<file path="src/design/pgca_pkg.sv">
// pgca_pkg: shared types and constants for the price gap clean / ATR block
// widths, payload structs, controller states and the controller/datapath command bundles
// no dependencies
package pgca_pkg;

  // field widths
  localparam int PRICE_BITS    = 40;
  localparam int GAP_BITS      = 16;
  localparam int PERIOD_BITS   = 7;
  localparam int KEPT_BITS     = 7;
  localparam int RET_BITS      = 32;
  localparam int RET_FRAC_BITS = 24;

  // configuration port
  localparam int CFG_IDX_BITS  = 1;
  localparam int CFG_DATA_BITS = 16;

  // reset values and limits
  localparam logic [GAP_BITS-1:0]    GAP_RESET    = 16'd7864;
  localparam logic [PERIOD_BITS-1:0] PERIOD_RESET = 7'd20;
  localparam logic [PERIOD_BITS-1:0] PERIOD_MIN   = 7'd2;
  localparam logic [PERIOD_BITS-1:0] PERIOD_MAX   = 7'd64;
  localparam logic [KEPT_BITS-1:0]   KEPT_MAX     = 7'd64;

  // four prices per bar, selected by a two-bit index
  localparam int PRICE_CNT = 4;
  localparam int SEL_BITS  = 2;
  localparam logic [SEL_BITS-1:0] SEL_OPEN  = 2'd0;
  localparam logic [SEL_BITS-1:0] SEL_CLOSE = 2'd3;

  // divider sizing: quotient must hold the largest price and the return clamp
  localparam int QUO_BITS     = (PRICE_BITS > RET_BITS) ? PRICE_BITS : RET_BITS + 1;
  localparam int NUM_BITS     = QUO_BITS + PRICE_BITS;
  localparam int ACC_BITS     = 2 * PRICE_BITS;
  localparam int DIV_CNT_BITS = $clog2(QUO_BITS + 1);

  // split multiplier for price * previous close
  localparam int MUL_LO_BITS = (PRICE_BITS + 1) / 2;

  // gap compare width
  localparam int GAP_W = PRICE_BITS + GAP_BITS;

  // saturation limits at quotient width
  localparam logic [QUO_BITS-1:0] PRICE_MAX_Q = QUO_BITS'({PRICE_BITS{1'b1}});
  localparam logic [QUO_BITS-1:0] RET_POS_LIM = QUO_BITS'({(RET_BITS-1){1'b1}});
  localparam logic [QUO_BITS-1:0] RET_NEG_LIM = RET_POS_LIM + 1'b1;
  localparam logic [RET_BITS-1:0] RET_MIN_CODE = {1'b1, {(RET_BITS-1){1'b0}}};

  typedef logic [PRICE_BITS-1:0] price_t;

  typedef struct packed {
    price_t open_price;
    price_t high_price;
    price_t low_price;
    price_t close_price;
  } bar_t;

  typedef struct packed {
    price_t                     adj_open;
    price_t                     adj_high;
    price_t                     adj_low;
    price_t                     adj_close;
    logic signed [RET_BITS-1:0] bar_return;
    price_t                     true_range_avg;
    logic                       was_rescaled;
  } res_t;

  typedef enum logic [CFG_IDX_BITS-1:0] {
    CFG_GAP_THRESHOLD = 1'b0,
    CFG_ATR_PERIOD    = 1'b1
  } cfg_reg_e;

  typedef enum logic [3:0] {
    S_IDLE,
    S_CHECK,
    S_MUL_LO,
    S_MUL_HI,
    S_RS_DIV,
    S_RS_WAIT,
    S_RET_CHK,
    S_RET_WAIT,
    S_TR,
    S_ATR_CHK,
    S_ATR_DIV,
    S_ATR_WAIT,
    S_FINISH
  } state_e;

  // divider phases
  typedef enum logic [1:0] {
    DP_IDLE,
    DP_PREP,
    DP_RUN
  } div_phase_e;

  typedef enum logic [1:0] {
    DIV_RESCALE,
    DIV_RETURN,
    DIV_ATR
  } div_sel_e;

  // controller to datapath
  typedef struct packed {
    logic                load_bar;
    logic                mul_lo;
    logic                mul_hi;
    logic [SEL_BITS-1:0] sel_k;
    logic                div_start;
    div_sel_e            div_sel;
    logic                rs_write;
    logic                set_rescaled;
    logic                ret_write;
    logic                tr_write;
    logic                atr_warm;
    logic                atr_mul;
    logic                atr_write;
    logic                out_load;
  } dp_cmd_t;

  // datapath to controller
  typedef struct packed {
    logic drop;
    logic first;
    logic gap;
    logic pac_zero;
    logic warm;
    logic div_done;
    logic out_free;
  } dp_sts_t;

endpackage

</file>
<file path="src/design/pgca_ctrl.sv">
// pgca_ctrl: sequencer for one bar: gap check, rescale, return, true range, ATR
// depends on pgca_pkg
module pgca_ctrl import pgca_pkg::*; (
  input  logic    clk_i,
  input  logic    rst_ni,
  input  logic    bar_valid_i,
  output logic    bar_ready_o,
  input  dp_sts_t sts_i,
  output dp_cmd_t cmd_o
);

  state_e              state_q, state_d;
  logic [SEL_BITS-1:0] k_q, k_d;

  // next state
  always_comb begin
    state_d = state_q;
    k_d     = k_q;
    case (state_q)
      S_IDLE: begin
        if (bar_valid_i) state_d = S_CHECK;
      end
      S_CHECK: begin
        if (sts_i.drop) state_d = S_IDLE;
        else if (sts_i.first) state_d = S_FINISH;
        else if (sts_i.gap) begin
          state_d = S_MUL_LO;
          k_d     = SEL_OPEN;
        end else state_d = S_RET_CHK;
      end
      S_MUL_LO: state_d = S_MUL_HI;
      S_MUL_HI: state_d = S_RS_DIV;
      S_RS_DIV: state_d = S_RS_WAIT;
      S_RS_WAIT: begin
        if (sts_i.div_done) begin
          if (k_q == SEL_CLOSE) state_d = S_RET_CHK;
          else begin
            state_d = S_MUL_LO;
            k_d     = k_q + 1'b1;
          end
        end
      end
      S_RET_CHK: begin
        if (sts_i.pac_zero) state_d = S_TR;
        else state_d = S_RET_WAIT;
      end
      S_RET_WAIT: begin
        if (sts_i.div_done) state_d = S_TR;
      end
      S_TR: state_d = S_ATR_CHK;
      S_ATR_CHK: begin
        if (sts_i.warm) state_d = S_FINISH;
        else state_d = S_ATR_DIV;
      end
      S_ATR_DIV: state_d = S_ATR_WAIT;
      S_ATR_WAIT: begin
        if (sts_i.div_done) state_d = S_FINISH;
      end
      S_FINISH: begin
        if (sts_i.out_free) state_d = S_IDLE;
      end
      default: state_d = S_IDLE;
    endcase
  end

  // commands
  always_comb begin
    cmd_o       = '0;
    cmd_o.sel_k = k_q;
    bar_ready_o = 1'b0;
    case (state_q)
      S_IDLE: begin
        bar_ready_o    = 1'b1;
        cmd_o.load_bar = bar_valid_i;
      end
      S_CHECK: begin
        cmd_o.set_rescaled = !sts_i.drop && !sts_i.first && sts_i.gap;
      end
      S_MUL_LO: cmd_o.mul_lo = 1'b1;
      S_MUL_HI: cmd_o.mul_hi = 1'b1;
      S_RS_DIV: begin
        cmd_o.div_start = 1'b1;
        cmd_o.div_sel   = DIV_RESCALE;
      end
      S_RS_WAIT: cmd_o.rs_write = sts_i.div_done;
      S_RET_CHK: begin
        cmd_o.div_start = !sts_i.pac_zero;
        cmd_o.div_sel   = DIV_RETURN;
      end
      S_RET_WAIT: cmd_o.ret_write = sts_i.div_done;
      S_TR: cmd_o.tr_write = 1'b1;
      S_ATR_CHK: begin
        cmd_o.atr_warm = sts_i.warm;
        cmd_o.atr_mul  = !sts_i.warm;
      end
      S_ATR_DIV: begin
        cmd_o.div_start = 1'b1;
        cmd_o.div_sel   = DIV_ATR;
      end
      S_ATR_WAIT: cmd_o.atr_write = sts_i.div_done;
      S_FINISH: cmd_o.out_load = sts_i.out_free;
      default: ;
    endcase
  end

  // state registers
  always_ff @(posedge clk_i or negedge rst_ni) begin
    if (!rst_ni) begin
      state_q <= S_IDLE;
      k_q     <= '0;
    end else begin
      state_q <= state_d;
      k_q     <= k_d;
    end
  end

endmodule

</file>
<file path="config.mk">
export PLATFORM = sky130hd
export DESIGN_NAME = pgca_ctrl
export DESIGN_NICKNAME = d
export VERILOG_FILES = /design/src/design/pgca_pkg.sv /design/src/design/pgca_ctrl.sv
export SDC_FILE = /design/constraint.sdc
export NUM_CORES = 1
export LEC_CHECK = 0
export BUFFER_PORTS_ARGS = -buffer_cell sky130_fd_sc_hd__buf_2
export CAP_MARGIN = 20
export CORE_MARGIN = 2
export CORE_UTILIZATION = 50
export CTS_CLUSTER_DIAMETER = 120
export CTS_CLUSTER_SIZE = 10
export DETAILED_ROUTE_END_ITERATION = 10
export PLACE_DENSITY = 0.82
export SKIP_CTS_REPAIR_TIMING = 1
export SYNTH_ARGS = -nofsm -noshare
export SYNTH_HDL_FRONTEND = slang
export SYNTH_SLANG_ARGS = --single-unit
</file>
<file path="constraint.sdc">
create_clock -name clk_i -period 5.25 [get_ports clk_i]
set_clock_uncertainty 0.2 [all_clocks]
set_input_delay 1.05 -clock clk_i [delete_from_list [all_inputs] [get_ports clk_i]]
set_output_delay 1.05 -clock clk_i [all_outputs]
set_load 0.01 [all_outputs]
</file>
==> Yosys cells after proc, flatten, opt, wreduce, memory -nomap -nowiden <==
Index checks and enable logic that the tools add are counted.
{ "totals": {"reg_bits": 6, "word_cells": 65, "in_bits": 10, "output_inout_bits": 17} }
{ "classes": {"n_reduce_logical": 10, "add_sub_neg": 1, "mux": 30, "eq_ne": 22} }
{ "ops": {"columns": ["op", "count"], "rows": [
  ["$pmux 4 s13", 1],
  ["$mux 4", 8],
  ["$eq 4x4->1 const B", 5],
  ["$ne 2x2->1 const B", 9],
  ["$eq 4x3->1 const B", 4],
  ["$mux 2", 6],
  ["$mux 1", 10],
  ["$mux 3", 3],
  ["$pmux 3 s3", 1],
  ["$eq 4x2->1 const B", 2],
  ["$reduce_and 6->1", 1],
  ["$reduce_and 5->1", 1],
  ["$eq 4x1->1 const B", 1],
  ["$logic_not 1->1", 4],
  ["$logic_not 4->1", 1],
  ["$pmux 2 s2", 1],
  ["$add 2x1->2 const B", 1],
  ["$eq 2x2->1 const B", 1],
  ["$logic_and 1x1->1", 2],
  ["$reduce_bool 2->1", 1]
]} }

==> Depth between registers and ports, before layout <==
Gate-level depths: netlist of the first run.
{ "depth": {"depth_word": 4, "mapped_depth": 6, "ltp_nobuf": 5} }

==> Least setup slack after synthesis of the first run <==
Ideal clock, no wire load.
{ "synth_timing": {"path_type": "input-to-output", "from": "in sts_i[5] in the netlist's numbering", "to": "out cmd_o[6] in the netlist's numbering", "path_stages": 2, "n_path_buf": 0, "path_slack_ps": 2532, "arrival_time_ps": 1468, "required_time_ps": 4000, "cell_sequence": "nand2b_1 > nor3_1"} }
{ "synth_rtl": {"columns": ["item", "line_no", "source"], "rows": [
  ["start: declaration", "pgca_ctrl.sv:8", "input dp_sts_t sts_i,"],
  ["end: declaration", "pgca_ctrl.sv:9", "output dp_cmd_t cmd_o"]
]} }

==> impl_metrics.json, run 1 <==
{
  "max_freq_mhz": 325,
  "ys_warn_count": 0,
  "met2WireLength_um": 725,
  "maxCapViolCount": 0,
  "place_area_um2": 793,
  "leakagePower_nw": 0.388,
  "swShare": 0.486,
  "ys_types": 38,
  "drive_gt1_frac": 0.293,
  "synthSimpleGateAreaFrac": 0.415,
  "wl_met3_um": 107,
  "grt_pass1_wl_um": 2370,
  "gp_congestion": 0.811,
  "die_y_um": 40.9,
  "clockRootBuffer": "clkbuf_4",
  "clock_latency_ns": 0.24,
  "p_int_uw": 210,
  "synth-xor-area-share": 0,
  "syn_avg_cell_area_um2": 7.18,
  "grtUsageTotal": 0.211,
  "synthAdderAreaFrac": 0.0183,
  "coreArea_um2": 1280,
  "final_hold_viol_count": 0,
  "power_density_nw_per_um2": 501,
  "layout.cells.non_filler": 131,
  "portBuffers": 26,
  "path_cells": "or4b_4 -> nor3_1 -> buf_2",
  "totalNegativeSetupSlack_ns": 0,
  "synthToLayoutAreaGrowth_pct": 19.6,
  "pwr-share-seq": 0.325,
  "pwr-share-comb": 0.577,
  "cp_data_arrival_time_ns": 1.82,
  "finalSetupViolCount": 0,
  "rsz0062_at_grt": "no",
  "firstDrtPassIters": 4,
  "antenna_found_initial": 0,
  "ant_nets": 0,
  "grt_max_degree": 22,
  "via_count": 766,
  "syn_nets": 106,
  "drt_iter0_markers": 25,
  "drv_slew": 0,
  "routedWlPerCell_um": 12.1,
  "fin_area_um2": 816,
  "drc_errors": 0,
  "met1_length_um": 748,
  "slowest_stage": "dfrtp_1",
  "dieWidth_um": 40.9,
  "n_fill_cell": 117,
  "synth_compound_area_frac": 0.233,
  "synth_top_family_by_area": "simple AND/OR/NAND/NOR gates",
  "ioPinCount": 27,
  "synthFlopType": "dfrtp_1",
  "nNetsFinal": 129,
  "cts_tree": "done",
  "wl_um": 1580,
  "power.switching_uw": 199,
  "netlist_area_um2": 682,
  "synth_mux_area_frac": 0.0367,
  "hpwl_um": 1150,
  "cts_made_buffers": 3,
  "relSlewSlack": 0.613,
  "clock-sinks": 6,
  "viasPerCell": 5.85,
  "dieArea_um2": 1680,
  "holdWs_ns": 0.344,
  "routed.top_layer": "met3",
  "status": "complete, no violations",
  "worstSetupStartpointType": "flop",
  "clockBufferDepth": 2,
  "vdd_drop_max_uv": 216,
  "power_frac_clock": 0.098,
  "overflow": 0,
  "cp_slowest_stage_delay_ns": 0.70,
  "ys_seq_area_frac": 0.220,
  "start_util": 0.531,
  "period_minus_slack_ns": 3.07,
  "postSynth.asyncResetShare": 1.00,
  "dp.cells": 128,
  "cp-end-kind": "output pin",
  "ys_seq_elements": 6,
  "synth_edf_count": 0,
  "grt_pass1_vias": 595,
  "fp-row-count": 13,
  "clk_pin_slew_worst_paths_ns": 0.04,
  "required_ns": 4.00,
  "cts_max_level": 1,
  "postSynthCellCount": 95,
  "finalPower_uw": 408,
  "hold_path.class": "reg -> reg",
  "n_antenna_cell": 0,
  "post-route-period-util": 0.585,
  "crit_path_max_fanout": 21,
  "tightestPinTransition_ns": 0.581,
  "criticalPathCategory": "reg -> out"
}
-- cells in the final DEF, fill, tap and decap left out, drive strengths merged, types with 2 or more instances in the layout --
cell type / synthesis / layout
nand2: 6 / 6
inv: 4 / 4
clkbuf: 6 / 3
nor2: 13 / 13
dfrtp: 6 / 6
nor2b: 4 / 4
buf: 2 / 26
nor3: 9 / 9
nor4: 2 / 2
o21ai: 3 / 3
a21oi: 6 / 6
o22ai: 2 / 2
nand3: 2 / 2
and2: 2 / 2
nand2b: 7 / 7
-- per-stage QoR --
step,worst slack [ns],util
after floorplan,2.53,-
after global placement,2.40,0.617
after detailed placement,2.38,0.617
after CTS,2.16,0.635
after global routing,2.02,0.635
final,2.18,0.635
-- worst max-delay path, delay by kind of cell, from the launching register on --
kind / cells / cell delay, ns
buffers and inverters: 1 / 0.15
flip-flops: 1 / 0.70
AND/OR/NAND/NOR: 2 / 0.73
-- cell type report --
type,instances,area (um2),share of cell area
multi-input combinational,77,479,0.587
sequential,6,150,0.184
timing repair buffer,26,130,0.160
clock buffer,3,22.5,0.0276
tap,15,18.8,0.0230
inverter,4,15.0,0.0184
-- state kept, by name, summed over array words and instances (netlist names) --
| register | count |
|---|---|
| state_q | 4 |
| k_q | 2 |
-- cell usage after synthesis (2+ instances only) --
master | number | area [um2]
a21oi_1 | 6 | 30.0
o21ai_0 | 3 | 15.0
nand3_1 | 2 | 10.0
nor2b_1 | 4 | 25.0
nor4_1 | 2 | 12.5
nand2b_1 | 7 | 43.8
dfrtp_1 | 6 | 150
inv_1 | 4 | 15.0
nand2_1 | 6 | 22.5
clkbuf_1 | 6 | 22.5
and2_1 | 2 | 12.5
nor2_1 | 13 | 48.8
nor3_1 | 8 | 40.0
o22ai_1 | 2 | 12.5
-- cell families after synthesis --
logic type                 Yosys count
AOI/OAI and AO/OA                   23
and+or+nand+nor                     51
DFF                                  6
buffers and inverters               12
muxes                                2
adders and majority gates            1
-- final timing paths --
path                                        start                endpoint  slack (ns)  depth (start not counted)
setup / recovery           state_q[0]$_DFFE_PN0P_                cmd_o[6]        2.18                          3
hold / removal                 k_q[1]$_DFFE_PN0P_      k_q[1]$_DFFE_PN0P_        0.34                          2
setup reg to reg           state_q[0]$_DFFE_PN0P_      k_q[0]$_DFFE_PN0P_        2.93                          4
max in group asynchronous                  rst_ni      k_q[1]$_DFFE_PN0P_        4.29                          1
min in group asynchronous                  rst_ni  state_q[2]$_DFFE_PN0P_        0.42                          1
hold reg to reg                k_q[1]$_DFFE_PN0P_      k_q[1]$_DFFE_PN0P_        0.34                          2
-- metal layers --
metal,global-route usage,vias to the layer above
li1,-,387
met1,0.269,349
met2,0.359,30
met3,0.0326,0
met4,0.0667,0
met5,0,-
-- power by group through the flow --
stage | Combinational (mW) | Sequential (mW) | Clock (mW)
floorplan | 0.230 | 0.0823 | 0
global placement | 0.233 | 0.132 | 0
detailed placement | 0.236 | 0.132 | 0
CTS | 0.237 | 0.131 | 0.0412
global route | 0.262 | 0.141 | 0.0451
finish | 0.236 | 0.133 | 0.0400
No activity file was read; power rests on OpenSTA's default activity.
==> run 2: changes to the inputs <==
Settings changed: ABC_AREA set to 1, CORE_UTILIZATION 50 to 45, PLACE_DENSITY 0.82 to 0.76.
Clock period 5.25 ns to 3.1 ns, I/O delays scaled along.
==> impl_metrics.json, run 2 <==
{
  "path_buf_inv": 2,
  "grt_pass1_wl_um": 2400,
  "die_y_um": 41.2,
  "rsz0062_at_grt": "no",
  "max_freq_mhz": 437,
  "start_util": 0.478,
  "wl_um": 1600,
  "crit_path_max_fanout": 8,
  "cts_max_level": 1,
  "mostFrequentLayoutCells": "39 x nand2_1, 26 x buf_2, 21 x inv_1, 20 x nor2_1, 10 x nand3_1",
  "top_register": "state_q",
  "yosysTopAreaCell": "dfrtp_1",
  "cp-end-kind": "output pin",
  "coreArea_um2": 1300,
  "overflow": 0,
  "clockBufferDepth": 2,
  "nNetsFinal": 155,
  "ys_seq_area_frac": 0.241,
  "n_fill_cell": 143,
  "hold_path.class": "reg -> reg",
  "drc_errors": 0,
  "setup_ws_ns": 0.814,
  "power.switching_uw": 312,
  "worstSetupStartpointType": "flop",
  "dieArea_um2": 1700,
  "routedWlPerCell_um": 10.2,
  "portBuffers": 26,
  "synth_area_leaders": "dfrtp_1 24%, nand2_1 24%, inv_1 13%, nor2_1 12%, nand3_1 8.0%",
  "seq_area_um2": 150,
  "post-route-period-util": 0.737,
  "ant_nets": 0,
  "path_cells": "inv_1 -> nor2_2 -> nand3_1 -> o21ai_0 -> buf_2",
  "fin_area_um2": 792,
  "syn_avg_cell_area_um2": 5.50,
  "clockRootBuffer": "clkbuf_4",
  "grt_pass1_vias": 599,
  "hpwl_um": 1330,
  "period_minus_slack_ns": 2.29,
  "pwr-share-seq": 0.262,
  "place_area_um2": 759,
  "ioPinCount": 27,
  "gp_congestion": 0.855,
  "leakagePower_nw": 0.551,
  "netlist_area_um2": 622,
  "synthFlopType": "dfrtp_1",
  "maxCapViolCount": 0,
  "firstDrtPassIters": 4,
  "tightestPinTransition_ns": 0.296,
  "slowest_stage": "dfrtp_1",
  "swShare": 0.533,
  "cp_slowest_stage_delay_ns": 0.45,
  "cts_made_buffers": 3,
  "place_ws_ns": 1.12,
  "grt_max_degree": 9,
  "drt_iter0_markers": 18,
  "via_count": 770,
  "clock_latency_ns": 0.25,
  "multi_input_area_um2": 378,
  "cp_data_arrival_time_ns": 1.47,
  "postSynth.asyncResetShare": 1.00,
  "viasPerCell": 4.90,
  "ys_warn_count": 0,
  "p_int_uw": 273,
  "clock-sinks": 6,
  "layout.cells.non_filler": 157,
  "synth_most_common_cell": "nand2_1",
  "yosysTopAreaCellShare": 0.241,
  "largest_reg_flops": 4,
  "drive_gt1_frac": 0.246,
  "final_hold_viol_count": 0,
  "synthToLayoutAreaGrowth_pct": 27.4,
  "drv_slew": 0,
  "layout_commonest_cell": "nand2_1",
  "relSlewSlack": 0.802,
  "vdd_drop_max_uv": 315,
  "synth_common_cells": "39 x nand2_1, 21 x inv_1, 20 x nor2_1",
  "finalSetupViolCount": 0,
  "grtUsageTotal": 0.213,
  "syn_nets": 124,
  "power_frac_clock": 0.125,
  "holdWs_ns": 0.309,
  "n_antenna_cell": 0,
  "required_ns": 2.28,
  "cts_tree": "done",
  "cp_top_family": "flip-flops",
  "clk_pin_slew_worst_paths_ns": 0.05,
  "power_density_nw_per_um2": 738,
  "dieWidth_um": 41.2,
  "dp.cells": 153,
  "synth_edf_count": 0,
  "totalNegativeSetupSlack_ns": 0,
  "criticalPathCategory": "reg -> out",
  "status": "complete, no violations",
  "largestRegisters": "state_q: 4 flops, k_q: 2 flops",
  "pwr-share-comb": 0.612,
  "ys_types": 18,
  "antenna_found_initial": 0,
  "postSynthCellCount": 113,
  "ys_seq_elements": 6,
  "fp-row-count": 13
}
[run 2: logic make-up after synthesis]
group	Yosys count	synth area share
flops	6	0.241
simple gates	77	0.529
fa+ha+maj	1	0.0201
compound gates	6	0.0583
buf+inv	23	0.151
[run 2: stage by stage]
stage | util | power (mW)
floorplan | - | 0.412
global placement | 0.584 | 0.499
detailed placement | 0.584 | 0.509
CTS | 0.601 | 0.584
global route | 0.609 | 0.647
finish | 0.609 | 0.585
[run 2: power by group through the flow]
stage | registers, mW | clock network [mW] | logic, mW
floorplan | 0.143 | 0 | 0.268
global placement | 0.153 | 0 | 0.347
detailed placement | 0.154 | 0 | 0.355
CTS | 0.153 | 0.0735 | 0.357
global route | 0.158 | 0.0772 | 0.412
finish | 0.153 | 0.0734 | 0.358
[run 2: area by class of cell]
| class | count | area share |
|---|---|---|
| inverter | 22 | 0.104 |
| timing repair buffer | 27 | 0.177 |
| clock buffer | 3 | 0.0284 |
| sequential | 6 | 0.190 |
| multi-input combinational | 84 | 0.477 |
| tap | 15 | 0.0237 |
[run 2: tightest hold or removal path: stages (launching register included)]
cell,delay [ns]
dfrtp_1,0.37
nand2_1,0.06
nand2_1,0.04
[run 2: final timing paths]
check,startpoint,to,slack [ns],depth (start not counted)
hold reg to reg,k_q[1]$_DFFE_PN0P_,k_q[1]$_DFFE_PN0P_,0.31,2
hold / removal,k_q[1]$_DFFE_PN0P_,k_q[1]$_DFFE_PN0P_,0.31,2
setup reg to reg,state_q[2]$_DFFE_PN0P_,state_q[3]$_DFFE_PN0P_,1.46,9
setup / recovery,state_q[2]$_DFFE_PN0P_,cmd_o[10],0.81,5
min in group asynchronous,rst_ni,state_q[1]$_DFFE_PN0P_,0.52,2
max in group asynchronous,rst_ni,k_q[1]$_DFFE_PN0P_,2.04,2
[run 2: routing by layer]
metal / part of all wire / track usage / vias up
met5: 0 / 0 / -
li1: - / - / 400
met3: 0.051 / 0 / 4
met2: 0.48 / 0.367 / 26
met1: 0.45 / 0.277 / 340
met4: 0.017 / 0.0968 / 0
